`config.mk`:
```
export PLATFORM = sky130hd
export DESIGN_NAME = lruc_queue
export DESIGN_NICKNAME = d
export VERILOG_FILES = /design/src/rtl/lruc_pkg.sv /design/src/rtl/lruc_queue.sv
export SDC_FILE = /design/constraint.sdc
export NUM_CORES = 1
export LEC_CHECK = 0
export ABC_CLOCK_PERIOD_IN_PS = 1300
export BUFFER_PORTS_ARGS = -buffer_cell sky130_fd_sc_hd__buf_4
export CORE_MARGIN = 2
export CORE_UTILIZATION = 30
export CTS_CLUSTER_DIAMETER = 60
export CTS_CLUSTER_SIZE = 12
export DETAILED_ROUTE_END_ITERATION = 6
export GPL_TIMING_DRIVEN = 1
export SYNTH_ARGS = -nofsm -noshare
export SYNTH_HDL_FRONTEND = slang
export SYNTH_SLANG_ARGS = --single-unit
```
`constraint.sdc`:
```
create_clock -name clk -period 1.3 [get_ports clk]
set_input_delay 0.065 -clock clk [delete_from_list [all_inputs] [get_ports clk]]
set_output_delay 0.065 -clock clk [all_outputs]
set_load 0.02 [all_outputs]
```
`src/rtl/lruc_pkg.sv`:
```
package lruc_pkg;

  // default sizes of the cache model
  localparam int DEF_MAX_SET_BITS = 6;
  localparam int DEF_MAX_WAYS     = 8;
  localparam int DEF_ADDR_WIDTH   = 32;

  // register and field widths
  localparam int SET_BITS_W   = 3;
  localparam int WAYS_W       = 4;
  localparam int BLOCK_BITS_W = 5;
  localparam int CFG_INDEX_W  = 2;
  localparam int CFG_DATA_W   = 5;
  localparam int OP_W         = 2;
  localparam int OUTCOME_W    = 2;
  localparam int CNT_W        = 32;

  // register reset values
  localparam logic [SET_BITS_W-1:0]   SET_BITS_RST   = SET_BITS_W'(4);
  localparam logic [WAYS_W-1:0]       WAYS_RST       = WAYS_W'(1);
  localparam logic [BLOCK_BITS_W-1:0] BLOCK_BITS_RST = BLOCK_BITS_W'(4);

  // entries of the queue between front and back
  localparam int QUEUE_DEPTH = 2;

  typedef enum logic [CFG_INDEX_W-1:0] {
    CFG_SET_BITS   = 2'd0,
    CFG_WAYS       = 2'd1,
    CFG_BLOCK_BITS = 2'd2
  } cfg_reg_t;

  typedef enum logic [OP_W-1:0] {
    OP_LOAD   = 2'd0,
    OP_STORE  = 2'd1,
    OP_MODIFY = 2'd2,
    OP_FETCH  = 2'd3
  } op_t;

  typedef enum logic [OUTCOME_W-1:0] {
    OUT_HIT   = 2'd0,
    OUT_FILL  = 2'd1,
    OUT_EVICT = 2'd2
  } outcome_t;

  typedef enum logic [1:0] {
    ST_CLEAR,
    ST_IDLE,
    ST_LOOK
  } back_state_t;

endpackage

```
`src/rtl/lruc_queue.sv`:
```
module lruc_queue #(
  parameter int WIDTH = 8
) (
  input  logic             clk,
  input  logic             rst,
  input  logic             push,
  input  logic [WIDTH-1:0] push_data,
  output logic             full,
  input  logic             pop,
  output logic [WIDTH-1:0] pop_data,
  output logic             empty
);
  import lruc_pkg::*;

  localparam int PTR_W = (QUEUE_DEPTH > 1) ? $clog2(QUEUE_DEPTH) : 1;
  localparam int CNT_QW = $clog2(QUEUE_DEPTH + 1);

  logic [WIDTH-1:0]  slots [QUEUE_DEPTH];
  logic [PTR_W-1:0]  wr_ptr;
  logic [PTR_W-1:0]  rd_ptr;
  logic [CNT_QW-1:0] count;

  assign full     = (count == CNT_QW'(QUEUE_DEPTH));
  assign empty    = (count == '0);
  assign pop_data = slots[rd_ptr];

  always_ff @(posedge clk) begin
    if (push) begin
      slots[wr_ptr] <= push_data;
    end
  end

  always_ff @(posedge clk) begin
    if (rst) begin
      wr_ptr <= '0;
      rd_ptr <= '0;
      count  <= '0;
    end else begin
      if (push) begin
        wr_ptr <= (wr_ptr == PTR_W'(QUEUE_DEPTH - 1)) ? '0 : wr_ptr + 1'b1;
      end
      if (pop) begin
        rd_ptr <= (rd_ptr == PTR_W'(QUEUE_DEPTH - 1)) ? '0 : rd_ptr + 1'b1;
      end
      if (push && !pop) begin
        count <= count + 1'b1;
      end else if (pop && !push) begin
        count <= count - 1'b1;
      end
    end
  end

endmodule

```
==> After elaboration in Yosys (flattened, before gate mapping) <==
Memory sizes are Yosys's and may differ from the RTL's. A register that Yosys moved wholly into a read port is not among the register bits.
Cells that the tools add are included.
Widths: inputs -> output; s select.
{ "classes": {"add_sub_neg": 4, "eq_ne": 1, "muxes": 8, "n_reduce_logical": 6} }
{ "op_table": {"columns": ["op", "count"], "rows": [
  ["$mux 1", 6],
  ["$mux 2", 2],
  ["$add 1x1->1 const B", 2],
  ["$add 2x1->2 const B", 1],
  ["$eq 2x2->1 const B", 1],
  ["$logic_and 1x1->1", 2],
  ["$logic_not 1->1", 2],
  ["$logic_not 2->1", 1],
  ["$reduce_bool 2->1", 1],
  ["$sub 2x1->2 const B", 1]
]} }
{ "totals": {"register_bits": 4, "mem_bits_rw": 16, "in_bits": 12, "output_inout_bits": 10, "word_cells": 23, "memories": 1} }
{ "mem_list": {"columns": ["memory", "words", "width", "read_ports", "rd_clocked_by_memory_dff", "wr", "line_no", "text"], "rows": [
  ["slots", 2, 8, 1, 1, 1, "lruc_queue.sv:18", "logic [WIDTH-1:0] slots [QUEUE_DEPTH];"]
]} }

==> Depth between registers and ports, before layout <==
{ "depth": {"ltp_word": 4, "ltp_mapped": 5, "mapped_depth_nobuf": 5} }

==> Worst setup path before layout <==
OpenSTA, ideal clock, no wires.
{ "synth_path": {"path_kind": "register to register", "startpoint": "register wr_ptr", "endpoint": "memory slots[0][0], enable pin", "arrival_ps": 715, "required_time_ps": 927, "path_slack_ps": 212, "stages_incl_launch_ff": 2, "path_buffers": 0, "period_less_slack_ps": 1088, "path_cell_list": "dfxtp_1 > nor2b_1"} }
{ "synth_lines": {"columns": ["element", "line_no", "text"], "rows": [
  ["from (decl)", "lruc_queue.sv:19", "logic [PTR_W-1:0] wr_ptr;"],
  ["from (signal assigned)", "lruc_queue.sv:40", "wr_ptr <= (wr_ptr == PTR_W'(QUEUE_DEPTH - 1)) ? '0 : wr_ptr + 1'b1;"],
  ["to (decl)", "lruc_queue.sv:18", null]
]} }
Straight into the memory's write port.

==> impl_metrics.ini <==
[setup_path]
worstReg2RegEnd = slots[1][1]
slowest_delay_ps = 420
critPathMaxFanout = 8
end_kind = output pin
r2r_start = wr_ptr
critical_path_required_ps = 1240
r2r_slack_ps = 250
slowest_stage = dfxtp_4
crit_chain = mux2_2 > buf_4
critPathLaunchType = register
critPathArrivalTime_ps = 1220
criticalPathCategory = register to output pin
r2r_cells = 1

[route]
drt_wl_total_um = 1140
wl_per_cell_um = 10.2
vias = 475
via_per_inst = 4.24
dr.pass1.iters = 2
post-route-drc-count = 0
drtAntennaViolNets = 0
initialDrtViolationCount = 2

[logic_synthesis]
yosys_warnings = 0
synth_edf_count = 16
ys_seq_area_share_pct = 74.1
syn_nets = 60
postSynthAreaPerCell_sq_um = 16.7
synthTopCellsByCount = 16 x edfxtp_1, 8 x mux2_2, 5 x dfxtp_1, 5 x nor2_1
synthTopCellsByArea = edfxtp_1 61%, dfxtp_1 13%, mux2_2 12%
synth.distinct_cells = 15
synthArstFlopShare_pct = 0
yosysTopAreaCell = edfxtp_1
synth_ff_type = edfxtp_1
syn_area_sq_um = 783
syn_inst = 47
ys_ff_latch = 21
synth_top_area_share_pct = 61.3
synth_most_common_cell = edfxtp_1

[worst_hold_path]
hp-start = push
worstHoldPathCells = 3
min_path_type = input pin to register
hold_end = wr_ptr

[power_and_ir_drop]
power.total_mw = 1.36
powerDensity_mw_per_mm2 = 1220
ir_drop_uv = 740
p_leak_nw = 0.445

[place]
io_buffers = 21
gp_congestion = 0.627
dp_cells = 99
pre_cts_ws_ps = 172

[floorplan]
die-area_sq_mm = 0.00304
die_w_um = 55.1
fp-row-count = 18
start_util_pct = 31.6
core_area_sq_mm = 0.00248
die_h_um = 55.1
io_pins = 22

[grt]
top_usage_layer = met2
met3_usage_pct = 4.57
grt_first_pass_wirelength_um = 1810
grt_start_max_net_pins = 13
grtUsageTotal_pct = 8.81
grt-ovfl-total = 0
met2_usage_pct = 16.1
grt_use_met1_pct = 8.64
antenna_found_initial = 0
grt_pass1_vias = 444

[cells_and_area]
drive_gt1_share_pct = 45.1
n_antenna_cell = 0
syn_to_final_growth_pct = 42.2
fill_cells = 247
final_nets = 96
stdcell_count = 112

[clock_network]
cts_num_sinks = 21
root_buffer = clkbuf_4
cts_tree = built
htreeDepth = 1
path_clk_slew_ps = 110
cts_buffers = 3
ctsLongestPathBuffers = 2
insertion_delay_ps = 290

[timing]
fin_crit_ps = 1280
period_share_pct = 98.5
finalHoldViolCount = 0
skew_ps = 1.30
fmax_mhz = 781
slew_headroom_pct = 75.9
fin_ws_ps = 19.3
slew_violations = 0
setup_viol = 0
worst_pin_slew_ps = 362
rsz0062_at_grt = yes

[outcome]
status = finished clean

[job]
max_cap_violations = 0
-- through the flow --
step                      hold WS (ps)  area [sq um]  utilization [%]  TNS, ps
after CTS                         27.0          1110             44.8   -0.115
after global placement             252           988             39.9        0
final                             38.7          1110             44.9        0
after detailed placement           255           988             39.9        0
after floorplan                    134           783                -        0
after global routing              31.0          1110             44.9     -196
-- critical path, delay by kind of cell (launching register included) --
| kind | cells | cell delay (ps) |
|---|---|---|
| buf+inv | 1 | 160 |
| flops | 1 | 420 |
| mux | 1 | 350 |
-- cell usage in the layout, fill, tap and decap left out --
cell	instances
clkinv_2	1
dlygate4sd3_1	9
ha_1	1
xnor2_1	2
o21ai_0	1
mux2_2	7
nor2_1	5
clkbuf_4	3
or3_1	1
and2b_2	1
and2_1	1
xor2_1	2
dfxtp_4	1
dfxtp_1	4
a21oi_1	1
buf_4	23
edfxtp_1	16
nor2b_1	1
inv_1	1
mux2_4	1
-- state kept, by name (all words and copies together), names as in the netlist, named ones only --
signal  flops
count       2
slots      16
wr_ptr      1
rd_ptr      1
-- repair_timing --
item                                    in CTS  in global routing
hold endpoints to repair                    21                  0
endpoints found under the setup margin       8                  8
hold buffers                                 9                  0
buffers inserted                             0                  0
gates resized for setup                      2                  1
-- per-layer routing --
layer	wire length (um)	share of wire (%)
met1	478	42
met2	573	50
met3	78	6.9
met4	8	0.70
met5	0	0
-- area by class of cell --
class / count / area (sq um) / share of cell area (%)
multi-input cells: 24 / 198 / 17.8
clock inverters: 1 / 5.00 / 0.449
clock buffers: 3 / 22.5 / 2.02
inverters: 1 / 3.75 / 0.337
well taps: 30 / 37.5 / 3.37
flip-flops and latches: 21 / 584 / 52.5
repair buffers: 32 / 263 / 23.6
-- how the worst max path moves through the flow --
stage / startpoint / endpoint / slack (ps) / cells after the start
global placement: register / pop_data[6] / 180 / 2
CTS: register / pop_data[6] / -0.1 / 2
finish: register / pop_data[7] / 20 / 2
floorplan: wr_ptr / slots[0][0] / 210 / 1
global route: register / pop_data[7] / -30 / 2
detailed placement: register / pop_data[6] / 170 / 2
-- logic make-up after synthesis --
logic type               share of synthesized area (%)
adder cells (fa/ha/maj)                           1.60
XOR/XNOR                                          4.47
AO/OA/AOI/OAI                                     1.28
buffers and inverters                             1.12
flip-flops                                        74.1
multiplexers                                      11.5
AND/OR/NAND/NOR                                   5.91
-- report_power, final --
group	switching (mW)	leakage [nW]	internal (mW)
Sequential	0.0288	0.192	0.775
Combinational	0.121	0.235	0.149
Clock	0.174	0.0177	0.114
Total	0.324	0.445	1.04
No activity file was read; power rests on OpenSTA's default activity.
