$ cat config.mk
export PLATFORM = sky130hd
export DESIGN_NAME = lruc_front_flat
export DESIGN_NICKNAME = d
export VERILOG_FILES = /design/src/rtl/lruc_pkg.sv /design/src/rtl/lruc_if.sv /design/src/rtl/lruc_front.sv /design/src/flat_wrapper.sv
export SDC_FILE = /design/constraint.sdc
export NUM_CORES = 1
export LEC_CHECK = 0
export BUFFER_PORTS_ARGS = -buffer_cell sky130_fd_sc_hd__buf_2
export CORE_UTILIZATION = 61
export DETAILED_ROUTE_END_ITERATION = 7
export GPL_TIMING_DRIVEN = 0
export PLACE_DENSITY_LB_ADDON = 0.12
export SETUP_SLACK_MARGIN = 0.05
export SLEW_MARGIN = 5
export SYNTH_ARGS = -nofsm -noshare
export SYNTH_HDL_FRONTEND = slang
export SYNTH_SLANG_ARGS = --single-unit
$ cat constraint.sdc
create_clock -name vclk -period 7.75
set_clock_uncertainty 0.2 [all_clocks]
set_input_delay 0.3875 -clock vclk [all_inputs]
set_output_delay 0.3875 -clock vclk [all_outputs]
set_load 0.01 [all_outputs]
$ cat src/rtl/lruc_pkg.sv
package lruc_pkg;

  // default sizes of the cache model
  localparam int DEF_MAX_SET_BITS = 6;
  localparam int DEF_MAX_WAYS     = 8;
  localparam int DEF_ADDR_WIDTH   = 32;

  // register and field widths
  localparam int SET_BITS_W   = 3;
  localparam int WAYS_W       = 4;
  localparam int BLOCK_BITS_W = 5;
  localparam int CFG_INDEX_W  = 2;
  localparam int CFG_DATA_W   = 5;
  localparam int OP_W         = 2;
  localparam int OUTCOME_W    = 2;
  localparam int CNT_W        = 32;

  // register reset values
  localparam logic [SET_BITS_W-1:0]   SET_BITS_RST   = SET_BITS_W'(4);
  localparam logic [WAYS_W-1:0]       WAYS_RST       = WAYS_W'(1);
  localparam logic [BLOCK_BITS_W-1:0] BLOCK_BITS_RST = BLOCK_BITS_W'(4);

  // entries of the queue between front and back
  localparam int QUEUE_DEPTH = 2;

  typedef enum logic [CFG_INDEX_W-1:0] {
    CFG_SET_BITS   = 2'd0,
    CFG_WAYS       = 2'd1,
    CFG_BLOCK_BITS = 2'd2
  } cfg_reg_t;

  typedef enum logic [OP_W-1:0] {
    OP_LOAD   = 2'd0,
    OP_STORE  = 2'd1,
    OP_MODIFY = 2'd2,
    OP_FETCH  = 2'd3
  } op_t;

  typedef enum logic [OUTCOME_W-1:0] {
    OUT_HIT   = 2'd0,
    OUT_FILL  = 2'd1,
    OUT_EVICT = 2'd2
  } outcome_t;

  typedef enum logic [1:0] {
    ST_CLEAR,
    ST_IDLE,
    ST_LOOK
  } back_state_t;

endpackage

$ cat src/rtl/lruc_if.sv
interface lruc_in_if #(
  parameter int ADDR_WIDTH = lruc_pkg::DEF_ADDR_WIDTH
);
  logic                        valid;
  logic                        ready;
  logic [lruc_pkg::OP_W-1:0]   operation;
  logic [ADDR_WIDTH-1:0]       address;

  modport source (output valid, output operation, output address, input ready);
  modport sink   (input valid, input operation, input address, output ready);
endinterface


$ cat src/rtl/lruc_front.sv
module lruc_front #(
  parameter int MAX_SET_BITS = lruc_pkg::DEF_MAX_SET_BITS,
  parameter int ADDR_WIDTH   = lruc_pkg::DEF_ADDR_WIDTH
) (
  lruc_in_if.sink                                in_ch,
  input  logic [lruc_pkg::SET_BITS_W-1:0]        set_bits,
  input  logic [lruc_pkg::BLOCK_BITS_W-1:0]      block_bits,
  input  logic                                   clearing,
  input  logic                                   q_full,
  output logic                                   q_push,
  output logic [ADDR_WIDTH + ((MAX_SET_BITS > 0) ? MAX_SET_BITS : 1):0] q_data
);
  import lruc_pkg::*;

  localparam int SET_IDX_W = (MAX_SET_BITS > 0) ? MAX_SET_BITS : 1;
  localparam int SHIFT_W   = SET_BITS_W + 1 > BLOCK_BITS_W ? SET_BITS_W + 2 : BLOCK_BITS_W + 1;

  logic [SHIFT_W-1:0]    tag_shift;
  logic [ADDR_WIDTH-1:0] tag;
  logic [ADDR_WIDTH-1:0] above_block;
  logic [SET_IDX_W-1:0]  set_mask;
  logic [SET_IDX_W-1:0]  set_idx;
  logic                  is_modify;

  assign in_ch.ready = !clearing && !q_full;
  assign q_push      = in_ch.valid && in_ch.ready && (op_t'(in_ch.operation) != OP_FETCH);
  assign is_modify   = (op_t'(in_ch.operation) == OP_MODIFY);

  always_comb begin
    tag_shift   = SHIFT_W'(set_bits) + SHIFT_W'(block_bits);
    tag         = (int'(tag_shift) >= ADDR_WIDTH) ? '0 : (in_ch.address >> tag_shift);
    above_block = (int'(block_bits) >= ADDR_WIDTH) ? '0 : (in_ch.address >> block_bits);
    for (int i = 0; i < SET_IDX_W; i++) begin
      set_mask[i] = (i < int'(set_bits));
    end
    set_idx = above_block[SET_IDX_W-1:0] & set_mask;
  end

  assign q_data = {is_modify, set_idx, tag};

endmodule

$ cat src/flat_wrapper.sv
// flat-port wrapper written by rule: the top's interface ports become plain ports
module lruc_front_flat import lruc_pkg::*;
#(
  parameter int MAX_SET_BITS = lruc_pkg::DEF_MAX_SET_BITS,
  parameter int ADDR_WIDTH   = lruc_pkg::DEF_ADDR_WIDTH
)
  (set_bits, block_bits, clearing, q_full, q_push, q_data, in_ch_valid, in_ch_operation, in_ch_address, in_ch_ready);
  lruc_in_if #(.ADDR_WIDTH(ADDR_WIDTH)) in_ch_i ();
  input  logic [lruc_pkg::SET_BITS_W-1:0] set_bits;
  input  logic [lruc_pkg::BLOCK_BITS_W-1:0] block_bits;
  input  logic clearing;
  input  logic q_full;
  output logic q_push;
  output logic [ADDR_WIDTH + ((MAX_SET_BITS > 0) ? MAX_SET_BITS : 1):0] q_data;
  input wire logic [$bits(in_ch_i.valid)-1:0] in_ch_valid;
  input wire logic [$bits(in_ch_i.operation)-1:0] in_ch_operation;
  input wire logic [$bits(in_ch_i.address)-1:0] in_ch_address;
  output wire logic [$bits(in_ch_i.ready)-1:0] in_ch_ready;
  assign in_ch_i.valid = in_ch_valid;
  assign in_ch_i.operation = in_ch_operation;
  assign in_ch_i.address = in_ch_address;
  assign in_ch_ready = in_ch_i.ready;
  lruc_front #(.MAX_SET_BITS(MAX_SET_BITS), .ADDR_WIDTH(ADDR_WIDTH)) u_core (.in_ch(in_ch_i), .set_bits(set_bits), .block_bits(block_bits), .clearing(clearing), .q_full(q_full), .q_push(q_push), .q_data(q_data));
endmodule
Yosys cells after proc, flatten, opt, wreduce, memory -nomap -nowiden

Index checks and enable logic that the tools add are counted.

Reduce and logical (&&, ||, !) cells: 5
Bitwise logic cells: 1
Muxes and demuxes: 1
Add/sub/neg operators: 1
$lt $le $gt $ge: 7
Shifts and indexed selects: 2
Equal/unequal tests: 2

Operators by type and width:

| kind                 | count |
|---|---|
| $mux W32             | 1 |
| $shr A32 B5 Y6       | 1 |
| $shr A32 B6 Y32      | 1 |
| $add A3 B5 Y6        | 1 |
| $and A6 B6 Y6        | 1 |
| $ge A6 B6 Y1 const B | 1 |
| $lt A1 B3 Y1 const A | 2 |
| $lt A2 B3 Y1 const A | 2 |
| $lt A3 B3 Y1 const A | 2 |
| $logic_and A1 B1 Y1  | 3 |
| $eq A2 B2 Y1 const B | 1 |
| $logic_not A1 Y1     | 2 |
| $ne A2 B2 Y1 const B | 1 |

Output and inout bits: 41
Flip-flop bits (word level): 0
Logic and storage cells: 19

Logic depth before layout (Yosys ltp)

Depth in word-level cells: 4
Mapped depth: 11
Depth with buffers taken out: 8

Worst setup path before layout

Ideal clock, no wire load.

Kind: input -> output
Start point: input port block_bits[1] (netlist name)
End point: output port q_data[7] (netlist name)
Path buffers: 4
Cell stages on the path: 9
Data arrival time: 3.109 ns
Path slack: 4.053 ns
Cell sequence: clkbuf_1 > buf_2 > clkinv_1 > fa_1 > buf_2 > buf_2 > mux4_2 > a21oi_1 > o221ai_1

Word-level cells in the longest chain between the ends: 3
Elaborated cells between the ends (all ways): 4
Classes of those cells: add/sub: 1; order compare: 1; shift: 1; mux: 1

Ends and longest elaborated chain:

| element                                         | line               | source |
|---|---|---|
| start, declared                                 | flat_wrapper.sv:10 | `input logic [lruc_pkg::BLOCK_BITS_W-1:0] block_bits;` |
| $add A3 B5 Y6 (*)                               | lruc_front.sv:30   | `tag_shift = SHIFT_W'(set_bits) + SHIFT_W'(block_bits);` |
| $shr A32 B6 Y32 or $ge A6 B6 Y1 (tied branches) | lruc_front.sv:31   | `tag = (int'(tag_shift) >= ADDR_WIDTH) ? '0 : (in_ch.address >> tag_shift);` |
| $mux W32 (*)                                    | lruc_front.sv:31   |  |
| end, declared                                   | flat_wrapper.sv:14 | `output logic [ADDR_WIDTH + ((MAX_SET_BITS > 0) ? MAX_SET_BITS : 1):0] q_data;` |

Mark *: on every way between the ends. The rest lies on a longest branch, timed or not.

Worst setup path after layout

Start point: input port block_bits[1] (netlist name)
End point: output port q_data[13] (netlist name)

The elaborated chain is that of the path after synthesis.

==> Implementation_results.wiki <==
{| class="wikitable"
! Metric !! Value
|-
| Status || finished, final reports clean
|-
| Antenna violations before repair || 0
|-
| Biggest area consumer among synthesized cells || mux4_2
|-
| Fin area || 3660 um2
|-
| Share of the synthesized area in the top cell type || 0.379
|-
| Final worst hold slack || 0.813 ns
|-
| Count of port buffers added during placement || 85
|-
| Fraction of layout cells with a size suffix above 1 || 0.418
|-
| Post-route fraction of the period consumed by the critical path || 0.588
|-
| Final max-slew violation count || 0
|-
| Synth Area in Adders || 0.0183
|-
| Io pins || 86
|-
| Largest net degree at the start of global routing || 11
|-
| Post-CTS Hold Fix Bufs || 0
|-
| Maximum vdd drop || ~0.070 mV
|-
| Number of cells traversed by the worst hold path || 3
|-
| Combinational Power Share || 1.000
|-
| Total Die Area || ~5500 um2
|-
| FF+latch count || 0
|-
| Complex-gate fraction of the synthesized area || 0.205
|-
| DIE WIDTH || 73.8 um
|-
| Largest fanout on the critical path || 10
|-
| Sequential cell area in the final layout || 0 um2
|-
| 1st-pass router iterations || 5
|-
| Final count of negative-setup-slack endpoints || 0
|-
| Total inserted antenna cells || 0
|-
| Shortest period the worst path allows || between 4 and 5 ns
|-
| Area of the mapped netlist || between 3000 and 4000 um2
|-
| Number of library cell types mapped by synthesis || between 40 and 50
|-
| Aggregate global routing overflow || 0
|-
| Sequential Power Share || 0
|-
| Post-Synthesis Mean Instance Area || approximately 9.0 um2
|-
| Power density over the cells || between 100 and 150 nW/um2
|-
| Commonest cells in the netlist || mux4_2, mux2i_1, nand2_1, nor2_1
|-
| Proportion of total power due to net switching || 0.570
|-
| Standard cell core area || 4850 um2
|-
| Type of origin of the critical path || primary input
|-
| Placed wire-length estimate || approximately 9000 um
|-
| Number of placement rows || 25
|-
| DR vias || ~3800
|-
| Initial core utilization || 0.649
|-
| Cell count after synthesis || about 350
|-
| Warnings, synthesis || 0
|-
| Cell with the most instances after synthesis || mux4_2
|-
| Final ANT Viol Nets || 0
|-
| Cell area reported after detailed placement || between 3000 and 4000 um2
|-
| Cell-internal power || around 0.00018 W
|-
| Count of max-cap constraint violations || 0
|-
| DRC || 0
|-
| Clk_buf instances || 0
|-
| Switching power total || 0.000238 W
|-
| Total leakage power || between 1.5 and 2 nW
|-
| Setup CP Type || primary input to output pin
|-
| Combinational family with the most area after synthesis || multiplexers
|-
| Unrepaired setup endpoints after global routing || no
|-
| Drt total wl || between 10000 and 15000 um
|-
| PnR Total Power || ~0.00042 W
|-
| Type of the worst min-delay path || primary input to output pin
|-
| Vias per cell || approximately 7.7
|-
| Total of cells resized after clock tree synthesis || 0
|-
| Starting DRC count in detailed routing || 634
|-
| Simple logic cell fraction of the synthesized area || 0.164
|-
| First-pass GRT wire length || between 15000 and 20000 um
|-
| Number of nets in the synthesized netlist || 397
|-
| Global router's overall resource usage || 0.439
|-
| Arrival time of the worst setup path || between 3 and 4 ns
|-
| Gp weighted congestion || 0.973
|-
| Xor/xnor share of the synthesized area || 0.00556
|-
| Number of setup buffers added after CTS || 0
|-
| Nets@finish || 484
|-
| End-of-flow core utilization || 0.754
|-
| Proportion of synthesized area in mux cells || 0.543
|-
| Synth-to-layout area growth || 16.2%
|-
| Endpoint required time on the critical path || 7.16 ns
|-
| Number of global-route vias before repair || ~3400
|-
| Clock Power Share || 0
|-
| Final-report hold violation count || 0
|-
| Sequential share of the synthesized area || 0
|-
| Aggregate negative setup slack || 0 ns
|-
| Endpoint kind of the worst setup timing path || output pin
|-
| Max Fclk || around 0.22 GHz
|-
| Synth area leaders || mux4_2, mux2i_1, o221ai_1
|-
| Routed wire length per instance || 23.3 um
|-
| Chip Height || around 74 um
|-
| Max-Slew Margin vs Limit || 0.401
|-
| Worst Max-Slew Pin Slew || around 0.89 ns
|}
==> cells in the final DEF, fill, tap and decap left out, drive strengths merged, types with 2 or more instances in the layout <==
cell	count
nor3	5
mux4	53
inv	4
mux2i	38
nor4	2
nand2b	4
a211oi	9
clkbuf	9
mux2	12
nand3	9
a21oi	18
nand2	38
ha	3
o211ai	5
o21bai	6
nor2	31
nor2b	9
buf	110
a22oi	8
and2	3
a21o	2
a211o	3
o221ai	18
and3	5
o21ai	13
==> final cells by class <==
class | count | area, um2
inverter | 5 | 18.8
multi-input combinational | 309 | 2950
buffer | 34 | 184
fill | 368 | 1190
timing repair buffer | 85 | 425
tap | 67 | 83.8
==> cell families after synthesis <==
| group | after synthesis |
|---|---|
| and+or+nand+nor | 109 |
| muxes | 103 |
| AOI/OAI and AO/OA | 91 |
| buffers and inverters | 39 |
| adders and majority gates | 4 |
| xor gates and xnor gates | 2 |
==> power by group through the flow <==
| stage | clock network (W) | logic (W) | registers, W |
|---|---|---|---|
| floorplan | 0 | 0.000279 | 0 |
| global placement | 0 | 0.000394 | 0 |
| detailed placement | 0 | 0.000402 | 0 |
| CTS | 0 | 0.000403 | 0 |
| global route | 0 | 0.000440 | 0 |
| finish | 0 | 0.000418 | 0 |
==> per-layer routing <==
metal / share of wire / global-route usage
met1: 0.36 / 0.629
met4: 0.026 / 0.111
met3: 0.15 / 0.0905
met2: 0.46 / 0.679
met5: 0 / 0
==> stage by stage <==
stage | cells | setup slack, ns
finish | 500 | 3.19
detailed placement | 500 | 3.28
CTS | 500 | 3.27
floorplan | 348 | 4.05
global placement | 500 | 3.36
global route | 500 | 2.95
==> path summary, 6_finish.rpt <==
| check | start | endpoint | slack (ns) |
|---|---|---|---|
| setup / recovery | block_bits[1] | q_data[13] | 3.19 |
| hold / removal | clearing | in_ch_ready | 0.81 |
==> worst max-delay path: stages <==
cell      delay [ns]
buf_2           0.10
clkbuf_1        0.30
buf_2           0.33
clkinv_1        0.30
fa_1            0.62
buf_2           0.31
mux2_2          0.39
o21ai_0         0.54
o21bai_1        0.29
o221ai_1        0.19
buf_2           0.18
(Power assumes the default switching activity.)
